### config.mk
export PLATFORM = sky130hd
export DESIGN_NAME = rofd_seq
export DESIGN_NICKNAME = d
export VERILOG_FILES = /design/src/rtl/core/rofd_pkg.sv /design/src/rtl/core/rofd_seq.sv
export SDC_FILE = /design/constraint.sdc
export NUM_CORES = 1
export LEC_CHECK = 0
export BUFFER_PORTS_ARGS = -buffer_cell sky130_fd_sc_hd__buf_2
export CORE_MARGIN = 3
export CORE_UTILIZATION = 49
export DETAILED_ROUTE_END_ITERATION = 12
export PLACE_DENSITY = 0.74
export SLEW_MARGIN = 5
export SYNTH_ARGS = -nofsm -noshare
export SYNTH_HDL_FRONTEND = slang
export SYNTH_SLANG_ARGS = --single-unit
export TNS_END_PERCENT = 20
### constraint.sdc
create_clock -name i_clk -period 1.9 [get_ports i_clk]
set_input_delay 0.095 -clock i_clk [delete_from_list [all_inputs] [get_ports i_clk]]
set_output_delay 0.095 -clock i_clk [all_outputs]
set_load 0.01 [all_outputs]
### src/rtl/core/rofd_pkg.sv
// ----------------------------------------------------------------------------
// rofd_pkg
// Types, codes and the range overlap function of the rule overlap finder.
// ----------------------------------------------------------------------------
`default_nettype none

package rofd_pkg;

    localparam int IP_W    = 32;
    localparam int PORT_W  = 16;
    localparam int PRIO_W  = 16;
    localparam int INDEX_W = 7;

    localparam logic REQ_WRITE = 1'b0;
    localparam logic REQ_QUERY = 1'b1;

    typedef struct packed {
        logic [IP_W-1:0]   src_ip_lo;
        logic [IP_W-1:0]   src_ip_hi;
        logic [IP_W-1:0]   dst_ip_lo;
        logic [IP_W-1:0]   dst_ip_hi;
        logic [PORT_W-1:0] src_port_lo;
        logic [PORT_W-1:0] src_port_hi;
        logic [PORT_W-1:0] dst_port_lo;
        logic [PORT_W-1:0] dst_port_hi;
        logic [PRIO_W-1:0] prio;
    } t_rule;

    // Broadcast control from the sequencer to every cell.
    typedef struct packed {
        logic load;   // capture compare result against the query
        logic shift;  // take the neighbor's flag
    } t_cell_ctl;

    typedef enum logic [1:0] {
        ST_IDLE,
        ST_CMP,
        ST_SCAN,
        ST_FLUSH
    } t_seq_state;

    // Stored range s meets query range q; inverted ranges follow the same test.
    function automatic logic ranges_meet(
        input logic [IP_W-1:0] s_lo,
        input logic [IP_W-1:0] s_hi,
        input logic [IP_W-1:0] q_lo,
        input logic [IP_W-1:0] q_hi
    );
        ranges_meet = ((s_lo <= q_lo) && (s_hi >= q_lo)) ||
                      ((s_lo > q_lo) && (s_lo <= q_hi));
    endfunction

endpackage

`default_nettype wire

### src/rtl/core/rofd_seq.sv
// ----------------------------------------------------------------------------
// rofd_seq
// Query sequencer: loads the cell flags, pops one entry per cycle from the
// chain head when no output stall holds it, holds the latest hit back until
// the next one or the scan end decides its last mark; drives the output register.
// ----------------------------------------------------------------------------
`default_nettype none

module rofd_seq
    import rofd_pkg::*;
#(
    parameter int RULE_ENTRIES = 64
) (
    input  wire logic                 i_clk,
    input  wire logic                 i_rst_n,
    input  wire logic                 i_start,
    input  wire logic [$clog2(RULE_ENTRIES+1)-1:0] i_limit,
    input  wire logic                 i_head_flag,
    input  wire logic                 i_head_dir,
    input  wire logic                 i_out_stall,
    output logic                      o_busy,
    output t_cell_ctl                 o_ctl,
    output logic                      o_out_valid,
    output logic                      o_hit,
    output logic [INDEX_W-1:0]        o_match_index,
    output logic                      o_direction,
    output logic                      o_last
);

    localparam int IDX_W = $clog2(RULE_ENTRIES + 1);

    t_seq_state         r_state, n_state;
    logic [IDX_W-1:0]   r_idx, n_idx;
    logic [IDX_W-1:0]   r_limit, n_limit;
    logic               r_pend_v, n_pend_v;
    logic [IDX_W-1:0]   r_pend_idx, n_pend_idx;
    logic               r_pend_dir, n_pend_dir;
    logic               r_out_v, n_out_v;
    logic               r_out_hit, n_out_hit;
    logic [INDEX_W-1:0] r_out_idx, n_out_idx;
    logic               r_out_dir, n_out_dir;
    logic               r_out_last, n_out_last;
    logic               slot_free;

    assign slot_free = !r_out_v || !i_out_stall;

    always_ff @(posedge i_clk) begin
        if (!i_rst_n) begin
            r_state  <= ST_IDLE;
            r_pend_v <= 1'b0;
            r_out_v  <= 1'b0;
        end else begin
            r_state  <= n_state;
            r_pend_v <= n_pend_v;
            r_out_v  <= n_out_v;
        end
    end

    always_ff @(posedge i_clk) begin
        r_idx      <= n_idx;
        r_limit    <= n_limit;
        r_pend_idx <= n_pend_idx;
        r_pend_dir <= n_pend_dir;
        r_out_hit  <= n_out_hit;
        r_out_idx  <= n_out_idx;
        r_out_dir  <= n_out_dir;
        r_out_last <= n_out_last;
    end

    always_comb begin
        n_state    = r_state;
        n_idx      = r_idx;
        n_limit    = r_limit;
        n_pend_v   = r_pend_v;
        n_pend_idx = r_pend_idx;
        n_pend_dir = r_pend_dir;
        n_out_v    = r_out_v && i_out_stall;
        n_out_hit  = r_out_hit;
        n_out_idx  = r_out_idx;
        n_out_dir  = r_out_dir;
        n_out_last = r_out_last;
        o_ctl      = '0;

        case (r_state)
            ST_IDLE: begin
                if (i_start) begin
                    n_limit  = i_limit;
                    n_pend_v = 1'b0;
                    n_state  = ST_CMP;
                end
            end
            ST_CMP: begin
                o_ctl.load = 1'b1;
                n_idx      = IDX_W'(1);
                n_state    = (r_limit == '0) ? ST_FLUSH : ST_SCAN;
            end
            ST_SCAN: begin
                // Hold the chain while a new hit would displace an unsent one.
                if (!(i_head_flag && r_pend_v) || slot_free) begin
                    o_ctl.shift = 1'b1;
                    if (i_head_flag) begin
                        if (r_pend_v) begin
                            n_out_v    = 1'b1;
                            n_out_hit  = 1'b1;
                            n_out_idx  = INDEX_W'(r_pend_idx);
                            n_out_dir  = r_pend_dir;
                            n_out_last = 1'b0;
                        end
                        n_pend_v   = 1'b1;
                        n_pend_idx = r_idx;
                        n_pend_dir = i_head_dir;
                    end
                    n_idx = r_idx + IDX_W'(1);
                    if (r_idx == r_limit) begin
                        n_state = ST_FLUSH;
                    end
                end
            end
            ST_FLUSH: begin
                if (slot_free) begin
                    n_out_v    = 1'b1;
                    n_out_hit  = r_pend_v;
                    n_out_idx  = r_pend_v ? INDEX_W'(r_pend_idx) : '0;
                    n_out_dir  = r_pend_v && r_pend_dir;
                    n_out_last = 1'b1;
                    n_pend_v   = 1'b0;
                    n_state    = ST_IDLE;
                end
            end
            default: begin
                n_state = ST_IDLE;
            end
        endcase
    end

    assign o_busy        = (r_state != ST_IDLE);
    assign o_out_valid   = r_out_v;
    assign o_hit         = r_out_hit;
    assign o_match_index = r_out_idx;
    assign o_direction   = r_out_dir;
    assign o_last        = r_out_last;

endmodule

`default_nettype wire

Word-level counts from Yosys, hierarchy flattened
Cells that the tools add are included.

operators by class
  $add $sub $neg = 1
  eq/ne operators = 10
  multiplexer cells = 42
  reduce and logical (&&, ||, !) cells = 20

operators with widths
  kind                   count
  $mux W7                6
  $pmux W7 S2            2
  $mux W1                24
  $ne A2 B2 Y1 const B   6
  $reduce_and A5 Y1      2
  $mux W2                4
  $pmux W1 S2            4
  $pmux W2 S4            1
  $add A7 B1 Y7 const B  1
  $eq A7 B7 Y1           1
  $logic_not A7 Y1       1
  $reduce_bool A2 Y1     3
  $eq A2 B2 Y1 const B   2
  $reduce_and A2 Y1      2
  $reduce_and A4 Y1      1
  $logic_and A1 B1 Y1    3
  $logic_not A1 Y1       3
  $pmux W1 S3            1
  $reduce_and A3 Y1      1
  $reduce_bool A3 Y1     1
  $eq A2 B1 Y1 const B   1
  $logic_not A2 Y1       1
  $logic_or A1 B1 Y1     2

storage, ports and cells
  bits in registers = 36
  input bits = 13
  word-level logic and storage cells = 84

Logic depth before layout (Yosys ltp)
  word-level depth = 5
  mapped depth = 8
  depth with buffers taken out = 7

Worst setup path after synthesis
OpenSTA, ideal clock, no wires.

  path type = register to register
  start = register r_state[0]
  end = register r_idx[0], enable pin
  setup time = 0.321 ns
  arrival = 1.607 ns
  path slack = -0.028 ns
  stages on the path, launching flop included = 7
  period minus slack after synthesis = 1.928 ns
  cell sequence = dfxtp_1 -> inv_1 -> ha_1 -> clkbuf_1 -> clkinv_1 -> a31oi_1 -> a21o_1

between the ends
  cells in the longest elaborated chain, start to end = 3
  elaborated cells between the ends (all ways) = 5
  those cells by class = eq/ne: 3; reduce/logical: 2

ends and longest elaborated chain
  item                                                          line            source
  from (decl)                                                   rofd_seq.sv:32  t_seq_state r_state, n_state;
  from (signal assigned)                                        rofd_seq.sv:53  r_state <= n_state;
  $eq A2 B2 Y1 or $eq A2 B1 Y1 (tied branches)                  rofd_seq.sv:84  case (r_state)
  $ne A2 B2 Y1 (no line) or $reduce_bool A2 Y1 (tied branches)  -
  $reduce_and A2 Y1 (no line) *                                 -
  to (signal assigned)                                          rofd_seq.sv:60  r_idx <= n_idx;
  to (decl)                                                     rofd_seq.sv:33  logic [IDX_W-1:0] r_idx, n_idx;

Mark *: on every way between the ends. The rest lies on a longest branch, timed or not.
A chain may end at the register's enable or synchronous reset.

Worst setup path in the final report
  start = register r_state[0]
  end = register r_state[0]

between the ends
  cells in the longest elaborated chain, start to end = 3
  elaborated cells between the ends (all ways) = 10
  those cells by class = eq/ne: 7; mux: 1; reduce/logical: 2

ends and longest elaborated chain
  item                                              line
  $eq A2 B2 Y1 or $logic_not A2 Y1 (tied branches)  rofd_seq.sv:84
  $ne A2 B2 Y1 (no line)                            -
  $reduce_and A4 Y1 (no line)                       -

Several ways; a longest one is shown, not always the timed one.

==> flow_summary.yaml <==
status:
  status: "finished clean"
place:
  globalplace.congestion: 0.750
  hpwl_um: 1870
  dp_slack_ns: 0.0981
  placed_area_mm2: 0.00179
  numPortBuffers: 26
sta:
  min_period_over_period_pct: 94.3
  final.setup_skew_ns: 0.0129
  slew_violations: 0
  finalSetupViolCount: 0
  setup_tns_ns: 0
  timing.fmax_ghz: 0.558
  rsz0062_at_grt: "true"
  hold_viol_final: 0
  setup_slack_ns: 0.109
  tightest_slew_ns: 0.328
  max_slew_margin_pct: 77.9
  min_period_ns: 1.79
synth:
  synth.distinct_cells: 29
  async_reset_ff_share_pct: 0
  synth_seq_cells: 36
  syn_area_per_cell_um2: 13.6
  seq_area_frac_synth_pct: 66.8
  yosysWarningCount: 0
  syn_inst: 115
  synth_area_mm2: 0.00156
  syn-num-nets: 134
  synth-main-ff-cell: "edfxtp_1"
  synth_edf_count: 32
worst_setup_path:
  cp-start-kind: "flip-flop"
  crit_type: "reg -> reg"
  r2r_end: "r_state[0]"
  crit_path_end_kind: "flip-flop"
  worstRegToRegCells: 7
  path_max_fanout: 5
  crit_end: "r_state[0]"
  r2r_start: "r_state[0]"
  arrival_ns: 2.05
  reg2reg_slack_ns: 0.11
  cp_data_required_time_ns: 2.15
  cp-startpoint: "r_state[0]"
pwr:
  ir_drop_v: 0.000624
  cellPowerDensity_mw_per_mm2: 1230
  power.leakage_uw: 0.000744
clock_network:
  clk_pin_slew_worst_paths_ns: 0.11
  cts_htree_levels: 2
  cts_buffer_depth: 2
  post_cts_buffers: 0
  clk_latency_ns: 0.35
  cts_buffers: 5
  root_buffer: "clkbuf_4"
  cts.sinks: 36
  cts_tree: "yes"
drt:
  via_per_inst: 4.94
  firstDrtPassIters: 4
  drt-total-wl_um: 2510
  drc: 0
  drtIter0Drc: 67
  wl_per_cell_um: 12.3
  vias: 1002
  antenna_left: 0
global_route:
  grt_max_degree: 13
  grt_pass1_wl_um: 4370
  grt-ovfl-total: 0
  grt_pass1_vias: 976
  antenna_found_initial: 0
  track_usage_pct: 14.7
die:
  core-area_mm2: 0.00290
  die_area_mm2: 0.00389
  io_pins: 27
  start_util_pct: 53.8
  die_w_um: 62.4
  fp.dieH_um: 62.4
  rows: 19
finish:
  diodes: 0
  finish.net_count: 179
  areaGrowthSynthToFinish_pct: 23.8
  design_area_mm2: 0.00193
  drive_gt1_share_pct: 28.6
flow_run:
  maxCapViolCount: 0
hold_path:
  hp-class: "in -> reg"
==> per-layer routing <==
layer | GRT usage [%] | vias up | part of all wire (%) | wire, um
li1 | - | 505 | - | -
met1 | 17.1 | 462 | 43 | 1070
met2 | 23.7 | 28 | 49 | 1230
met3 | 6.12 | 7 | 5.9 | 148
met4 | 6.61 | 0 | 2.0 | 50
met5 | 0 | - | 0 | 0
==> where the power goes <==
part | leakage [uW] | total (uW) | switching, uW | internal (uW)
clock network | 0.0000349 | 397 | 255 | 142
registers | 0.000327 | 1260 | 146 | 1120
logic | 0.000381 | 722 | 375 | 347
total | 0.000744 | 2380 | 776 | 1610
==> synth_stat cells (2+ instances only) <==
cell	count	area share, %
inv_1	5	1.2
nor4_1	2	0.80
and2_1	10	4.0
xor2_1	6	3.4
xnor2_1	6	3.4
a211oi_1	2	0.96
clkbuf_1	3	0.72
a21oi_1	4	1.3
nor2_1	10	2.4
nand4_1	2	0.80
dfxtp_1	4	5.1
edfxtp_1	32	62
nand3_1	3	0.96
ha_1	6	4.8
nand2_1	5	1.2
o21ai_1	2	0.64
==> through the flow <==
stage	std cells	utilization [%]	power [uW]	hold WS (ns)
2_1_floorplan	115	-	1740	0.194
3_3_place_gp	187	61.7	1960	0.273
3_5_place_dp	187	61.7	1990	0.273
4_1_cts	203	66.4	2400	0.0812
5_1_grt	203	66.5	2560	0.0788
6_report	203	66.5	2380	0.0919
==> flip-flops by register name, indices dropped and copies added (netlist names) <==
name           flops
r_state            2
r_pend_v           1
o_hit              1
r_pend_idx         7
o_out_valid        1
o_match_index      7
r_idx              7
o_last             1
r_pend_dir         1
r_limit            7
o_direction        1
==> kinds of logic after synthesis <==
group	synth area share, %
compound gates	6.42
xor+xnor	6.74
fa+ha+maj	4.82
buf+inv	2.17
flops	66.8
mux	0.722
simple gates	12.4
==> worst max-delay path: stages, from the launching register on <==
cell and delay (ns):
dfxtp_1 0.38, inv_1 0.13, ha_1 0.26, and3_1 0.21, o21ai_1 0.15, o21ai_2 0.11, a211o_1 0.25, a221oi_2 0.22
==> repair_timing <==
item                                    4_1_cts  5_1_grt
gates resized for setup                       0        1
endpoints found under the setup margin        0        2
endpoints found under the hold margin         8        0
hold buffers                                  8        0
==> cells in the final DEF (no fill, tap or decap), drive strengths merged, types with 3 or more instances in the layout <==
master and n:
xnor2 6, and2 10, nand3 3, inv 5
a21oi 4, dfxtp 4, nor2 10, clkinv 4
nand2 5, ha 6, xor2 6, buf 33
clkbuf 5, dlygate4sd3 8, edfxtp 32
==> how the worst min path moves through the flow <==
| stage | cells after the start | slack (ns) | start | to |
|---|---|---|---|---|
| floorplan | 0 | 0.19 | i_limit[0] | r_limit[0] |
| global placement | 1 | 0.27 | i_head_dir | r_pend_dir |
| detailed placement | 1 | 0.27 | i_limit[3] | r_limit[3] |
| CTS | 3 | 0.08 | i_head_flag | r_pend_v |
| global route | 3 | 0.08 | i_head_flag | r_pend_v |
| finish | 3 | 0.09 | i_head_flag | r_pend_v |
==> area by class of cell <==
cell class | count | area (um^2)
fillers | 234 | 971
clock inverters | 3 | 18.8
multi-input cells | 70 | 494
clock buffers | 5 | 37.5
flip-flops and latches | 36 | 1040
well taps | 42 | 52.6
repair buffers | 41 | 263
inverters | 6 | 22.5
(Power assumes the default switching activity.)
