[config.mk]
export PLATFORM = sky130hd
export DESIGN_NAME = rofd_cell
export DESIGN_NICKNAME = d
export VERILOG_FILES = /design/src/rtl/core/rofd_pkg.sv /design/src/rtl/core/rofd_cell.sv
export SDC_FILE = /design/constraint.sdc
export NUM_CORES = 1
export LEC_CHECK = 0
export ABC_AREA = 1
export CORE_UTILIZATION = 40
export CTS_BUF_LIST = sky130_fd_sc_hd__clkbuf_4 sky130_fd_sc_hd__clkbuf_8 sky130_fd_sc_hd__clkbuf_16
export CTS_CLUSTER_SIZE = 16
export DETAILED_ROUTE_END_ITERATION = 10
export DONT_BUFFER_PORTS = 1
export GPL_TIMING_DRIVEN = 0
export MAX_ROUTING_LAYER = met4
export PLACE_DENSITY_LB_ADDON = 0.1
export SYNTH_ARGS = -nofsm -noshare
export SYNTH_HDL_FRONTEND = slang
export SYNTH_SLANG_ARGS = --single-unit
export TNS_END_PERCENT = 100
[constraint.sdc]
create_clock -name i_clk -period 2.1 [get_ports i_clk]
set_input_delay 0.21 -clock i_clk [delete_from_list [all_inputs] [get_ports i_clk]]
set_output_delay 0.21 -clock i_clk [all_outputs]
set_load 0.01 [all_outputs]
[src/rtl/core/rofd_pkg.sv]
// ----------------------------------------------------------------------------
// rofd_pkg
// Types, codes and the range overlap function of the rule overlap finder.
// ----------------------------------------------------------------------------
`default_nettype none

package rofd_pkg;

    localparam int IP_W    = 32;
    localparam int PORT_W  = 16;
    localparam int PRIO_W  = 16;
    localparam int INDEX_W = 7;

    localparam logic REQ_WRITE = 1'b0;
    localparam logic REQ_QUERY = 1'b1;

    typedef struct packed {
        logic [IP_W-1:0]   src_ip_lo;
        logic [IP_W-1:0]   src_ip_hi;
        logic [IP_W-1:0]   dst_ip_lo;
        logic [IP_W-1:0]   dst_ip_hi;
        logic [PORT_W-1:0] src_port_lo;
        logic [PORT_W-1:0] src_port_hi;
        logic [PORT_W-1:0] dst_port_lo;
        logic [PORT_W-1:0] dst_port_hi;
        logic [PRIO_W-1:0] prio;
    } t_rule;

    // Broadcast control from the sequencer to every cell.
    typedef struct packed {
        logic load;   // capture compare result against the query
        logic shift;  // take the neighbor's flag
    } t_cell_ctl;

    typedef enum logic [1:0] {
        ST_IDLE,
        ST_CMP,
        ST_SCAN,
        ST_FLUSH
    } t_seq_state;

    // Stored range s meets query range q; inverted ranges follow the same test.
    function automatic logic ranges_meet(
        input logic [IP_W-1:0] s_lo,
        input logic [IP_W-1:0] s_hi,
        input logic [IP_W-1:0] q_lo,
        input logic [IP_W-1:0] q_hi
    );
        ranges_meet = ((s_lo <= q_lo) && (s_hi >= q_lo)) ||
                      ((s_lo > q_lo) && (s_lo <= q_hi));
    endfunction

endpackage

`default_nettype wire

[src/rtl/core/rofd_cell.sv]
// ----------------------------------------------------------------------------
// rofd_cell
// One table entry: holds a rule, compares it with the query and passes its
// match flag toward the head of the chain during the scan.
// ----------------------------------------------------------------------------
`default_nettype none

module rofd_cell
    import rofd_pkg::*;
(
    input  wire logic      i_clk,
    input  wire t_cell_ctl i_ctl,
    input  wire logic      i_wr_en,
    input  wire t_rule     i_wr_rule,
    input  wire t_rule     i_query,
    input  wire logic      i_nb_flag,
    input  wire logic      i_nb_dir,
    output logic           o_flag,
    output logic           o_dir
);

    t_rule r_rule;
    logic  r_flag;
    logic  r_dir;
    logic  match;
    logic  dir_cmp;

    always_comb begin
        match = ranges_meet(r_rule.src_ip_lo, r_rule.src_ip_hi,
                            i_query.src_ip_lo, i_query.src_ip_hi) &&
                ranges_meet(r_rule.dst_ip_lo, r_rule.dst_ip_hi,
                            i_query.dst_ip_lo, i_query.dst_ip_hi) &&
                ranges_meet(IP_W'(r_rule.src_port_lo), IP_W'(r_rule.src_port_hi),
                            IP_W'(i_query.src_port_lo), IP_W'(i_query.src_port_hi)) &&
                ranges_meet(IP_W'(r_rule.dst_port_lo), IP_W'(r_rule.dst_port_hi),
                            IP_W'(i_query.dst_port_lo), IP_W'(i_query.dst_port_hi));
        dir_cmp = !(r_rule.prio < i_query.prio);
    end

    always_ff @(posedge i_clk) begin
        if (i_wr_en) begin
            r_rule <= i_wr_rule;
        end
    end

    always_ff @(posedge i_clk) begin
        if (i_ctl.load) begin
            r_flag <= match;
            r_dir  <= dir_cmp;
        end else if (i_ctl.shift) begin
            r_flag <= i_nb_flag;
            r_dir  <= i_nb_dir;
        end
    end

    assign o_flag = r_flag;
    assign o_dir  = r_dir;

endmodule

`default_nettype wire

== Yosys cells after proc, flatten, opt, wreduce, memory -nomap -nowiden ==
Index checks and enable logic that the tools add are counted.

* Register bits after elaboration: 210
* Input bits: 422
* Output and inout bits: 2
* Word-level logic and storage cells: 49

* $lt $le $gt $ge: 17
* Multiplexer cells: 4
* Reduce and logical (&&, ||, !) cells: 17

{| class="wikitable"
|+ Operator list
! cell !! number
|-
| <= comparator 32 bit || 4
|-
| >= comparator 32 bit || 2
|-
| > comparator 32 bit || 2
|-
| <= comparator 16 bit || 4
|-
| >= comparator 16 bit || 2
|-
| > comparator 16 bit || 2
|-
| < comparator 16 bit || 1
|-
| logical AND 1 bit || 11
|-
| logical OR 1 bit || 4
|-
| 2-to-1 mux 1 bit || 4
|-
| nonzero test 2 bit || 1
|-
| zero test 1 bit || 1
|}

== Depth between registers and ports, before layout ==
* Depth in word-level cells: 7
* Depth in mapped cells: 18
* Depth with buffers taken out: 18

== Worst setup path after synthesis ==
OpenSTA, ideal clock, no wires.

* Kind: register -> register
* From: register r_rule[143] in the netlist's numbering
* To: register r_flag (netlist: o_flag), data pin
* Setup slack: 338 ps
* Clock period less this slack: 1762 ps
* Data required time: 1841 ps
* Buffers on the path: 0
* Stages on the path, launching flop included: 13
* Arrival time: 1503 ps
* Library setup time: 259 ps
* Cells stage by stage: edfxtp_1 > ha_1 > nand2_1 > nor2_2 > nand2_1 > nor4_2 > nand2_1 > nand2_1 > nand2_1 > nor2_1 > nor2_1 > nand2_1 > o21bai_2

* Longest elaborated chain between the ends: 7
* Elaborated cells on any way between the ends: 10
* Those cells by class: 3 x order compare; 1 x mux; 6 x reduce/logical

{| class="wikitable"
|+ RTL lines
! element !! RTL line !! source
|-
| start: declaration || rofd_cell.sv:22 || <nowiki>t_rule r_rule;</nowiki>
|-
| start signal: assignment || rofd_cell.sv:42 || <nowiki>r_rule <= i_wr_rule;</nowiki>
|-
| <= comparator 32 bit (tied with other cells) || rofd_pkg.sv:49 || <nowiki>ranges_meet = ((s_lo <= q_lo) && (s_hi >= q_lo)) ||</nowiki>
|-
| logical AND 1 bit (on tied branches) || rofd_pkg.sv:49, rofd_pkg.sv:50 ||
|-
| logical OR 1 bit * || rofd_pkg.sv:49 ||
|-
| logical AND 1 bit * || rofd_cell.sv:30 || <nowiki>i_query.src_ip_lo, i_query.src_ip_hi) &&</nowiki>
|-
| logical AND 1 bit * || rofd_cell.sv:32 || <nowiki>i_query.dst_ip_lo, i_query.dst_ip_hi) &&</nowiki>
|-
| logical AND 1 bit * || rofd_cell.sv:34 || <nowiki>IP_W'(i_query.src_port_lo), IP_W'(i_query.src_port_hi)) &&</nowiki>
|-
| 2-to-1 mux 1 bit * || rofd_cell.sv:47 || <nowiki>if (i_ctl.load) begin</nowiki>
|-
| end signal: assignment || rofd_cell.sv:48 || <nowiki>r_flag <= match;</nowiki>
|-
| end signal: assignment || rofd_cell.sv:51 || <nowiki>r_flag <= i_nb_flag;</nowiki>
|-
| end: declaration || rofd_cell.sv:23 || <nowiki>logic r_flag;</nowiki>
|}

Mark *: on every way between the ends. The rest lies on a longest branch, timed or not.
A chain may end at the register's enable or synchronous reset.

== Worst setup path in the final report ==
Ends and elaborated chain as after synthesis.

==> run_summary.xml <==
<?xml version="1.0" encoding="UTF-8"?>
<metrics>
  <group name="critical_path">
    <metric name="crit_chain" unit="">ha_4 -&gt; nand2_4 -&gt; nor2_4 -&gt; nand2_2 -&gt; nor4_4 -&gt; nand2_1 -&gt; nand2_1 -&gt; nand2_1 -&gt; nor2_2 -&gt; nor2_4 -&gt; nand2_1 -&gt; o21bai_2</metric>
    <metric name="setup.reg_to_reg.worst_slack" unit="ps">40</metric>
    <metric name="crit_required" unit="ps">2400</metric>
    <metric name="timing.critical_path.mode_cell" unit="">nand2_1</metric>
    <metric name="crit_path_end_kind" unit="">flop</metric>
    <metric name="family_with_the_most_delay_on_the_worst_path" unit="">simple AND/OR/NAND/NOR gates</metric>
    <metric name="critPathLaunchType" unit="">flop</metric>
    <metric name="critical_path.n_buffers_inverters" unit="">0</metric>
    <metric name="critical_path.endpoint" unit="">o_flag</metric>
    <metric name="critical-path-max-stage-delay" unit="ps">460</metric>
    <metric name="setup.worst_path.class" unit="">flop to flop</metric>
    <metric name="worst_reg2reg_path_startpoint" unit="">r_rule[143]</metric>
    <metric name="path_max_fanout" unit="">2</metric>
    <metric name="cp-startpoint" unit="">r_rule[143]</metric>
    <metric name="cp_num_cells" unit="">12</metric>
    <metric name="end_of_the_worst_register_to_register_path" unit="">o_flag</metric>
    <metric name="reg2reg_depth" unit="">12</metric>
    <metric name="cp_data_arrival_time" unit="ps">2360</metric>
    <metric name="slowest_stage_cell_cp" unit="">edfxtp_1</metric>
  </group>
  <group name="yosys">
    <metric name="asyncSetResetFlopFracSynth" unit="">0</metric>
    <metric name="synth.lib_cells_used.distinct" unit="">27</metric>
    <metric name="post_synthesis_mux_area_share" unit="">0</metric>
    <metric name="postSynthAreaPerCell" unit="µm²">9.99</metric>
    <metric name="post_synth_main_area_contributors" unit="">edfxtp_1 (45%), ha_1 (27%), inv_1 (7.3%)</metric>
    <metric name="yosysSeqAreaShare" unit="">0.451</metric>
    <metric name="synth_top_cells_by_count" unit="">ha_1 (303), inv_1 (272), nand2_1 (260)</metric>
    <metric name="post-synth-top-area-fraction" unit="">0.451</metric>
    <metric name="synth-main-ff-cell" unit="">edfxtp_1</metric>
    <metric name="mappedNetlistArea" unit="µm²">14000</metric>
    <metric name="ys.warnings.count" unit="">0</metric>
    <metric name="synth_most_common_cell" unit="">ha_1</metric>
    <metric name="synth_adder_area_share" unit="">0.271</metric>
    <metric name="postSynthNetCount" unit="">2124</metric>
    <metric name="synth_largest_area_cell" unit="">edfxtp_1</metric>
    <metric name="synthCells" unit="">1399</metric>
    <metric name="synth_seq_cells" unit="">210</metric>
    <metric name="synthSimpleGateAreaFrac" unit="">0.121</metric>
    <metric name="synth_top_family_by_area" unit="">adder cells</metric>
    <metric name="synth_compound_gate_area_share" unit="">0.0839</metric>
    <metric name="synth_enable_flop_cells" unit="">210</metric>
    <metric name="synthXorXnorAreaFrac" unit="">0</metric>
  </group>
  <group name="cells_and_area">
    <metric name="final_design_area_no_fill" unit="µm²">17900</metric>
    <metric name="flow.area_growth_from_synthesis" unit="%">28.1</metric>
    <metric name="multi_input_gate_area" unit="µm²">6860</metric>
    <metric name="finalNetCount" unit="">2365</metric>
    <metric name="final.fill_count" unit="">3103</metric>
    <metric name="layout-drive-gt1-share" unit="">0.0578</metric>
    <metric name="final-seq-area" unit="µm²">6310</metric>
    <metric name="final_core_util" unit="">0.520</metric>
  </group>
  <group name="sta">
    <metric name="rsz0062_at_grt" unit="">yes</metric>
    <metric name="setup_violations" unit="">0</metric>
    <metric name="timing.slew.headroom" unit="">0.771</metric>
    <metric name="skew" unit="ps">28.9</metric>
    <metric name="maxSlewViolCount" unit="">0</metric>
    <metric name="layout_setup_ws" unit="ps">39.5</metric>
    <metric name="holdWs" unit="ps">-235</metric>
    <metric name="max_slew.worst_pin.slew" unit="ps">340</metric>
    <metric name="report.final.hold_viol_count" unit="">208</metric>
    <metric name="clock.fmax" unit="MHz">485</metric>
    <metric name="min_period_over_period" unit="">0.981</metric>
    <metric name="finalCriticalPeriod" unit="ps">2060</metric>
  </group>
  <group name="clock_network">
    <metric name="path_clk_slew" unit="ps">60</metric>
    <metric name="tritoncts" unit="">built</metric>
    <metric name="clock_latency" unit="ps">560</metric>
    <metric name="htree_levels" unit="">1</metric>
    <metric name="buffers_from_clock_root_to_sink_at_most" unit="">3</metric>
    <metric name="cts_hold_buf" unit="">211</metric>
    <metric name="clkSinkCount" unit="">210</metric>
    <metric name="root_buffer" unit="">clkbuf_16</metric>
    <metric name="cts_buffers" unit="">27</metric>
  </group>
  <group name="pwr">
    <metric name="fin_total_pwr" unit="mW">12.5</metric>
    <metric name="cellLeakagePower" unit="nW">8.49</metric>
    <metric name="cellPowerDensity" unit="nW/µm²">698</metric>
    <metric name="worst_ir_drop_vdd" unit="mV">0.645</metric>
  </group>
  <group name="route">
    <metric name="drc" unit="">0</metric>
    <metric name="wire_per_inst" unit="µm">16.9</metric>
    <metric name="drt-pass1-iter-count" unit="">4</metric>
    <metric name="totalWireLength" unit="mm">35.9</metric>
    <metric name="vias_per_std_cell" unit="">4.81</metric>
    <metric name="initial_drc_count" unit="">294</metric>
    <metric name="postRouteAntennaNets" unit="">0</metric>
    <metric name="vias" unit="">10228</metric>
  </group>
  <group name="global_routing">
    <metric name="antenna_violations_before_repair" unit="">12</metric>
    <metric name="grt_start_max_net_pins" unit="">209</metric>
    <metric name="first_global_vias" unit="">10736</metric>
    <metric name="leftover_overflow_at_the_end_of_global_routing" unit="">0</metric>
    <metric name="grtUsageTotal" unit="">0.202</metric>
    <metric name="grt_pass1_wl" unit="mm">54.1</metric>
  </group>
  <group name="run">
    <metric name="drv.max_cap_violation_count" unit="">0</metric>
  </group>
  <group name="placed_design">
    <metric name="buffer_ports.inserted" unit="">0</metric>
    <metric name="gp_congestion" unit="">0.876</metric>
    <metric name="dpl_worst_slack" unit="ps">-173</metric>
    <metric name="placement_stage_cell_area" unit="µm²">14500</metric>
    <metric name="detailed_place_hpwl" unit="mm">28.5</metric>
  </group>
  <group name="run_status">
    <metric name="run_status" unit="">complete, but fails checks</metric>
    <metric name="failed_checks" unit="">hold timing</metric>
  </group>
  <group name="floorplan">
    <metric name="floorplan.initialDensity" unit="">0.406</metric>
    <metric name="fp.dieH" unit="µm">189</metric>
    <metric name="die_width" unit="µm">189</metric>
    <metric name="overall_die_area" unit="µm²">35700</metric>
    <metric name="num_io_pins" unit="">424</metric>
    <metric name="area_inside_the_core_boundary" unit="µm²">34500</metric>
    <metric name="core.rowCount" unit="">68</metric>
  </group>
  <group name="worst_hold_path">
    <metric name="hp-class" unit="">input pin to flop</metric>
  </group>
</metrics>
## kinds of logic (layout without fill, tap and decap cells)
group,Yosys count,count (layout)
AOI/OAI and AO/OA,218,218
buffers and inverters,272,534
DFF,210,210
and+or+nand+nor,396,396
adders and majority gates,303,303
other,0,12
## worst register-to-register path, delay by kind of cell, from the launching register on
kind            cells  cell delay [ps]
simple gates       10              970
fa+ha+maj           1              320
flops               1              460
compound gates      1               70
## state kept, by name (all words and copies together), names as in the netlist
register	cells
o_flag	1
o_dir	1
r_rule	208
## routing by layer
metal,up-vias,track usage,part of all wire
met5,-,-,0
met4,0,0.0499,0.023
met3,46,0.0606,0.078
met2,315,0.350,0.49
met1,4569,0.226,0.41
li1,5298,-,-
## power by group
| group | switching, mW | internal [mW] |
|---|---|---|
| clock | 1.84 | 3.36 |
| combinational | 1.12 | 1.02 |
| sequential | 0.164 | 5.00 |
| total | 3.12 | 9.37 |
## final cells by class
type                       count  area share
antenna                       12     0.00168
clock buffer                  37      0.0419
clock inverter                13      0.0136
inverter                     272      0.0570
multi-input combinational    917       0.383
sequential                   210       0.352
tap                          455      0.0318
timing repair buffer         212       0.118
## timing repair
item / in CTS / in global routing
setup endpoints to repair: 1 / 1
resized for setup: 10 / 35
setup buffers: 0 / 1
endpoints found under the hold margin: 419 / 208
pin swaps: 13 / 24
## worst min path at each step
stage / to / slack (ps) / start / depth (start not counted)
after floorplan: r_rule[0] / 310 / i_wr_rule[0] / 0
after global placement: r_rule[110] / 310 / i_wr_rule[110] / 0
after detailed placement: r_rule[75] / 310 / i_wr_rule[75] / 0
after CTS: r_rule[0] / -250 / i_wr_en / 0
after global routing: r_rule[0] / -260 / i_wr_en / 0
final: r_rule[0] / -240 / i_wr_en / 0
## through the flow
stage          std cells  hold WS, ps  setup TNS [ps]
2_1_floorplan       1399          309               0
3_3_place_gp        1854          309            -161
3_5_place_dp        1854          309            -173
4_1_cts             2115         -255           -12.9
5_1_grt             2128         -255           -77.1
6_report            2128         -235               0
## placed cells by master, fill, tap and decap left out, types with 16 or more instances in the layout
master,count
o21a_1,17
dlygate4sd3_1,211
nand2_1,249
a21oi_1,147
nand3_1,16
o21ai_0,37
edfxtp_1,210
nor2_1,59
nand4_1,23
ha_1,298
clkbuf_16,27
inv_1,271
(Power assumes the default switching activity.)
